===== config.mk =====
export PLATFORM = sky130hd
export DESIGN_NAME = stbs_ctrl
export DESIGN_NICKNAME = d
export VERILOG_FILES = /design/src/hdl/sorted_table_binary_search_defines.svh /design/src/hdl/stbs_pkg.sv /design/src/hdl/stbs_ctrl.sv
export SDC_FILE = /design/constraint.sdc
export NUM_CORES = 1
export LEC_CHECK = 0
export ABC_AREA = 0
export ABC_CLOCK_PERIOD_IN_PS = 2600
export BUFFER_PORTS_ARGS = -buffer_cell sky130_fd_sc_hd__buf_4
export CAP_MARGIN = 20
export CORE_AREA = 2 2 39 41
export DETAILED_ROUTE_END_ITERATION = 16
export DIE_AREA = 0 0 41 43
export PLACE_DENSITY_LB_ADDON = 0.08
export SYNTH_ARGS = -nofsm -noshare
export SYNTH_HDL_FRONTEND = slang
export SYNTH_SLANG_ARGS = --single-unit

===== constraint.sdc =====
create_clock -name i_clk -period 2.6 [get_ports i_clk]
set_input_delay 0.52 -clock i_clk [delete_from_list [all_inputs] [get_ports i_clk]]
set_output_delay 0.52 -clock i_clk [all_outputs]
set_load 0.05 [all_outputs]

===== src/hdl/sorted_table_binary_search_defines.svh =====
// assertion macros for the sorted table search block
// no dependencies; taken in by the modules that check their own logic
`ifndef SORTED_TABLE_BINARY_SEARCH_DEFINES_SVH
`define SORTED_TABLE_BINARY_SEARCH_DEFINES_SVH

`ifndef NO_ASSERTIONS

`define STBS_ASSERT_NOW(label, clk, rst_n, ante, cons) \
    label: assert property (@(posedge clk) disable iff (!rst_n) (ante) |-> (cons)) \
        else $error("check failed");

`define STBS_ASSERT_NEXT(label, clk, rst_n, ante, cons) \
    label: assert property (@(posedge clk) disable iff (!rst_n) (ante) |=> (cons)) \
        else $error("check failed");

`else

`define STBS_ASSERT_NOW(label, clk, rst_n, ante, cons)

`define STBS_ASSERT_NEXT(label, clk, rst_n, ante, cons)

`endif

`endif


===== src/hdl/stbs_pkg.sv =====
// shared types and constants of the sorted table search block
// no dependencies
package stbs_pkg;

    localparam int KEY_W    = 32;
    localparam int IDX_W    = 10;
    localparam int CNT_W    = 11;
    localparam int S_DATA_W = 48;
    localparam int M_DATA_W = 16;

    localparam logic ACT_WRITE  = 1'b0;
    localparam logic ACT_SEARCH = 1'b1;

    typedef enum logic [1:0] {
        ST_IDLE,
        ST_PROBE,
        ST_COMPARE,
        ST_PUSH
    } t_state;

    typedef struct packed {
        logic wr_en;
        logic load;
        logic rd_en;
        logic step;
        logic hit;
        logic push;
    } t_cmd;

    typedef struct packed {
        logic empty;
        logic key_eq;
        logic out_free;
    } t_status;

endpackage


===== src/hdl/stbs_ctrl.sv =====
// search sequencer: accepts items and steps the datapath through the probes
// depends on stbs_pkg
module stbs_ctrl
    import stbs_pkg::*;
(
    input  logic    i_clk,
    input  logic    i_rst_n,
    input  logic    i_s_tvalid,
    input  logic    i_action,
    output logic    o_s_tready,
    output t_cmd    o_cmd,
    input  t_status i_status
);

    t_state r_state;
    t_state n_state;

    always_ff @(posedge i_clk) begin
        if (!i_rst_n) begin
            r_state <= ST_IDLE;
        end else begin
            r_state <= n_state;
        end
    end

    always_comb begin
        n_state    = r_state;
        o_cmd      = '0;
        o_s_tready = 1'b0;
        case (r_state)
            ST_IDLE: begin
                o_s_tready = 1'b1;
                if (i_s_tvalid) begin
                    if (i_action == ACT_WRITE) begin
                        o_cmd.wr_en = 1'b1;
                    end else begin
                        o_cmd.load = 1'b1;
                        n_state    = ST_PROBE;
                    end
                end
            end
            ST_PROBE: begin
                if (i_status.empty) begin
                    n_state = ST_PUSH;
                end else begin
                    o_cmd.rd_en = 1'b1;
                    n_state     = ST_COMPARE;
                end
            end
            ST_COMPARE: begin
                if (i_status.key_eq) begin
                    o_cmd.hit = 1'b1;
                    n_state   = ST_PUSH;
                end else begin
                    o_cmd.step = 1'b1;
                    n_state    = ST_PROBE;
                end
            end
            ST_PUSH: begin
                if (i_status.out_free) begin
                    o_cmd.push = 1'b1;
                    n_state    = ST_IDLE;
                end
            end
            default: begin
                n_state = ST_IDLE;
            end
        endcase
    end

endmodule


Word-level counts from Yosys, hierarchy flattened --
Index checks and enable logic that the tools add are counted.
Storage, ports and cells: bits in registers 2, logic and storage cells 27
Operators by class: equal/unequal tests 6, mux-type cells 18, reduce and logical (&&, ||, !) cells 2
Operators with widths (number):
- $mux 2 | 7
- $mux 1 | 10
- $pmux 2 s4 | 1
- $ne 2x2->1 const B | 3
- $eq 2x2->1 const B | 2
- $reduce_and 3->1 | 1
- $eq 2x1->1 const B | 1
- $logic_not 2->1 | 1

Logic depth before layout (Yosys ltp) --
Gate-level depths: netlist of run 1.
depth in word-level cells 3, depth in mapped cells 2, mapped depth without buffers 2

Worst setup path after synthesis of run 1 --
Ideal clock, no wire load.
kind input -> output, from input port i_action, to output port o_cmd[5] in the netlist's numbering, data arrival time 2.163 ns, setup slack -0.083 ns, cell stages on the path 1, path buffers 0, cells stage by stage nor4b_1
On the way: word-level cells in the longest chain between the ends 3
RTL lines:
- start, declared | RTL line stbs_ctrl.sv:9 | input logic i_action,
- $mux 1 | RTL line stbs_ctrl.sv:34 | if (i_action == ACT_WRITE) begin
- $mux 2 | RTL line stbs_ctrl.sv:33 | if (i_s_tvalid) begin
- $mux 2 | RTL line stbs_ctrl.sv:30 | case (r_state)
- end, declared | RTL line stbs_ctrl.sv:11 | output t_cmd o_cmd,
Every way passes these cells.

==> flow_summary.yaml, run 1 <==
cts:
  hold_buffers: 0
  insertion_delay_ps: 220
  ctsRootBufferMaster: "clkbuf_4"
  htreeDepth: 1
  cts.reportedPaths.clkPinSlew_ps: 30
  cts_tree: "done"
  clock_path_buffers: 2
  numCtsBuffers: 3
  cts-resized-gates: 0
  clock-sinks: 2
  cts_setup_buffers: 0
worst_setup_path:
  r2r_end: "r_state[0]"
  cp_data_required_time_ps: 2080
  start_kind: "flip-flop"
  end_kind: "output port"
  reg2reg_slack_ps: 1610
  cp_max_fo: 7
  worstReg2RegStart: "r_state[0]"
  reg2reg_depth: 2
  path_class: "reg -> out"
  critical_path_arrival_ps: 1180
power:
  irDropWorstVdd_mv: 0.124
  leakage_nw: 0.136
  powerDensity_nw_per_um2: 609
floorplan:
  core_area_um2: 1380
  die_x_um: 41
  die-area_um2: 1760
  start_util_pct: 9.67
  dieHeight_um: 43
  num_rows: 14
  io_pins: 14
logic_synthesis:
  ys_ff_latch: 2
  synth.avg_cell_area_um2: 9.56
  syn-num-nets: 21
  ys_warn_count: 0
  synth_xor_xnor_area_share_pct: 0
  synth_mux_area_share_pct: 0
  synthDistinctLibCells: 13
  synth_compound_area_share_pct: 22.4
  postSynthCellCount: 14
  synthAdderAreaFrac_pct: 0
  yosysSeqAreaShare_pct: 29.9
  synthSimpleGateAreaFrac_pct: 44.9
  synth_top_family_by_area: "simple AND/OR/NAND/NOR gates"
  syn-cell-area_um2: 134
cells_and_area:
  final_common_cell: "buf_4"
  largest_reg_flops: 2
  layout_common_cells: "buf_4 (13), clkbuf_4 (3), dfxtp_1 (2)"
  nets: 39
  drive_gt1_share_pct: 70.0
  stdcell_count: 46
  syn_to_final_growth_pct: 109
  top_regs: "r_state (2)"
  diodes: 0
  largest-register: "r_state"
place:
  post-dp-hpwl_um: 350
  dpl.cell_count: 43
  io_buffer_count: 13
  gp_congestion: 0.640
sta:
  fin_crit_ps: 1700
  whs_ps: 526
  worstMarginPinSlew_ps: 264
  slew_headroom_pct: 82.4
  fin_skew_ps: 2.40
  setup_tns_ps: 0
  final-hold-violation-count: 0
  period_share_pct: 65.3
  setup_viol: 0
  max_freq_mhz: 589
  final_max_slew_viol_count: 0
  rsz0062_at_grt: "no"
global_routing:
  grt_pass1_wl_um: 696
  grtUsageTotal_pct: 6.11
  grt_max_degree: 8
  grt_overflow: 0
  antenna_found_initial: 0
  first_global_vias: 186
route:
  vias: 171
  wl_per_cell_um: 9.52
  drc: 0
  drtAntennaViolNets: 0
  firstDrtPassIters: 3
  vias_per_cell: 3.72
  routed_wl_um: 438
  drtIter0Drc: 1
worst_hold_path:
  hold-path-cell-count: 2
  holdCritStartpoint: "i_rst_n"
  hold_class: "in -> reg"
  hold-path-endpoint: "r_state[1]"
run:
  drv_cap: 0
outcome:
  status: "finished, final reports clean"
[where the power goes]
group	internal (mW)	switching [mW]
Clock	0.0508	0.0163
Combinational	0.0243	0.0394
Sequential	0.0342	0.00581
[cells by family (layout without fill, tap and decap cells)]
logic type,after synthesis,in the layout
buffers and inverters,1,17
and+or+nand+nor,8,8
DFF,2,2
AOI/OAI and AO/OA,3,3
[worst max path at each step]
stage / end / start / cells after the start
6_report: o_cmd[4] / r_state[0] / 3
5_1_grt: o_cmd[4] / r_state[1] / 3
4_1_cts: o_cmd[4] / r_state[1] / 3
3_5_place_dp: o_cmd[5] / i_action / 3
3_3_place_gp: o_cmd[5] / i_action / 3
2_1_floorplan: o_cmd[4] / r_state[0] / 2
[routing by layer]
metal	global-route usage [%]	routed length (µm)	vias to the layer above
met5	0	0	-
met4	6.00	0	0
met3	2.09	50	0
met2	8.75	216	10
met1	6.39	170	75
li1	-	-	86
[synth_stat cells]
library cell  instances  share of area, %
nor4b_1               1               6.5
nand2_1               1               2.8
nor2_1                1               2.8
a21boi_0              1               5.6
nor3b_1               1               5.6
a2111oi_2             1                11
and3b_2               1               7.5
inv_1                 1               2.8
dfxtp_1               2                30
and3_2                1               5.6
o21a_1                1               5.6
and3_1                1               4.7
nor3b_2               1               9.3
[stage by stage]
step | utilization, % | instance area, µm² | setup slack (ps) | power [mW]
after detailed placement | 18.6 | 258 | 999 | 0.105
after floorplan | - | 140 | 414 | 0.0812
after global placement | 18.6 | 258 | 1010 | 0.105
after CTS | 20.3 | 280 | 892 | 0.176
final | 20.3 | 280 | 902 | 0.171
after global routing | 20.3 | 280 | 805 | 0.182
[layout make-up]
cell class,instances,area [µm²]
fillers,162,1100
flip-flops and latches,2,40.0
inverters,1,3.75
multi-input cells,11,96.3
well taps,16,20.0
clock buffers,3,22.5
repair buffers,13,97.6
[critical path, cell delays in order, from the launching register on]
cell	delay, ps
dfxtp_1	360
nor2_1	230
and3_1	180
buf_4	190
Power figures use the tool's default switching activity.
==> run 2: changes to the inputs <==
--- a/config.mk
+++ b/config.mk
@@ -6,7 +6,7 @@
 export NUM_CORES = 1
 export LEC_CHECK = 0
 export ABC_AREA = 0
-export ABC_CLOCK_PERIOD_IN_PS = 2600
+export ABC_CLOCK_PERIOD_IN_PS = 1500
 export BUFFER_PORTS_ARGS = -buffer_cell sky130_fd_sc_hd__buf_4
 export CAP_MARGIN = 20
 export CORE_AREA = 2 2 39 41
==> constraint.sdc (replaced) <==
create_clock -name i_clk -period 1.5 [get_ports i_clk]
set_input_delay 0.3 -clock i_clk [delete_from_list [all_inputs] [get_ports i_clk]]
set_output_delay 0.3 -clock i_clk [all_outputs]
set_load 0.05 [all_outputs]
==> flow_summary.yaml, run 2 (synthesized netlist as in run 1, its figures left out) <==
global_routing:
  grt_overflow: 0
  first_global_vias: 193
  antenna_found_initial: 0
  grt_pass1_wl_um: 669
  grt_max_degree: 8
  grtUsageTotal_pct: 5.81
cells_and_area:
  syn_to_final_growth_pct: 121
  drive_gt1_share_pct: 86.7
  top_regs: "r_state (2)"
  largest_reg_flops: 2
  seq_area_um2: 42.5
  final_area_um2: 297
  layout_common_cells: "buf_4 (13), clkbuf_4 (3), and3_2 (2), nor3b_2 (2), dfxtp_2 (2)"
  diodes: 0
  multiInputGateArea_um2: 110
  stdcell_count: 46
  final_common_cell: "buf_4"
  fill_cells: 159
  nets: 39
  largest-register: "r_state"
  fin_util_pct: 21.4
route:
  drtIter0Drc: 0
  wl_per_cell_um: 9.17
  vias: 171
  vias_per_cell: 3.72
  routed_wl_um: 422
  firstDrtPassIters: 1
  drtAntennaViolNets: 0
  drc: 0
worst_setup_path:
  critical_path_arrival_ps: 1100
  path_class: "reg -> out"
  cp_max_fo: 7
  cp_data_required_time_ps: 1200
  start_kind: "flip-flop"
  end_kind: "output port"
sta:
  final_max_slew_viol_count: 0
  setup_tns_ps: 0
  final-hold-violation-count: 0
  rsz0062_at_grt: "no"
  period_share_pct: 93.6
  worstMarginPinSlew_ps: 252
  fin_crit_ps: 1400
  setup_viol: 0
  max_freq_mhz: 713
  fin_skew_ps: 2.21
  slew_headroom_pct: 83.2
floorplan:
  die-area_um2: 1760
  start_util_pct: 9.67
  num_rows: 14
  dieHeight_um: 43
  die_x_um: 41
  io_pins: 14
  core_area_um2: 1380
place:
  gp_congestion: 0.616
  post_dp_cell_area_um2: 272
  dpl.cell_count: 43
  io_buffer_count: 13
cts:
  cts.reportedPaths.clkPinSlew_ps: 30
  ctsRootBufferMaster: "clkbuf_4"
  cts_setup_buffers: 0
  cts_tree: "done"
  clock_path_buffers: 2
  insertion_delay_ps: 220
  clock-sinks: 2
  htreeDepth: 1
  hold_buffers: 0
  numCtsBuffers: 3
power:
  leakage_nw: 0.141
  powerDensity_nw_per_um2: 1030
  irDropWorstVdd_mv: 0.236
  power_mw: 0.304
outcome:
  status: "finished, final reports clean"
run:
  drv_cap: 0
worst_hold_path:
  hold_class: "in -> reg"
## run 2: cell counts in the layout (fill, tap and decap cells not counted)
No cell type changed its count.
## run 2: critical path: stages (launching register included)
cell and delay (ps):
dfxtp_2 350, nor4b_2 290, buf_4 240
## run 2: what timing repair did
action | in CTS | in global routing
setup endpoints to repair | 1 | 3
pin swaps | 0 | 0
resized for setup | 1 | 1
## run 2: metal layers
layer | global-route usage [%] | vias up | routed length [µm] | share of wire, %
li1 | - | 89 | - | -
met1 | 5.75 | 76 | 137 | 32
met2 | 8.75 | 6 | 244 | 58
met3 | 1.57 | 0 | 40 | 9.5
met4 | 6.00 | 0 | 0 | 0
met5 | 0 | - | 0 | 0
## run 2: final timing paths
check,start,end,slack [ps],cells past startpoint
worst max-delay path,r_state[0],o_cmd[5],100,2
worst min-delay path,i_rst_n,r_state[1],300,2
worst max register to register,r_state[0],r_state[0],550,2
worst min register to register,r_state[1],r_state[0],580,2
## run 2: area by class of cell
class,count,share of cell area (%)
Timing Repair Buffer,13,32.9
Multi-Input combinational cell,11,37.1
Tap cell,16,6.75
Sequential cell,2,14.3
Clock buffer,3,7.59
Inverter,1,1.27
## run 2: where the power goes
group | internal, mW | total [mW] | switching, mW
clock | 0.0881 | 0.117 | 0.0286
combinational | 0.0457 | 0.114 | 0.0687
sequential | 0.0606 | 0.0729 | 0.0123
## run 2: metrics by stage
step | hold WS (ps) | setup WS, ps
after floorplan | 418 | -156
after global placement | 527 | 236
after detailed placement | 528 | 222
after CTS | 291 | 13.3
after global routing | 306 | 44.6
final | 298 | 96.5
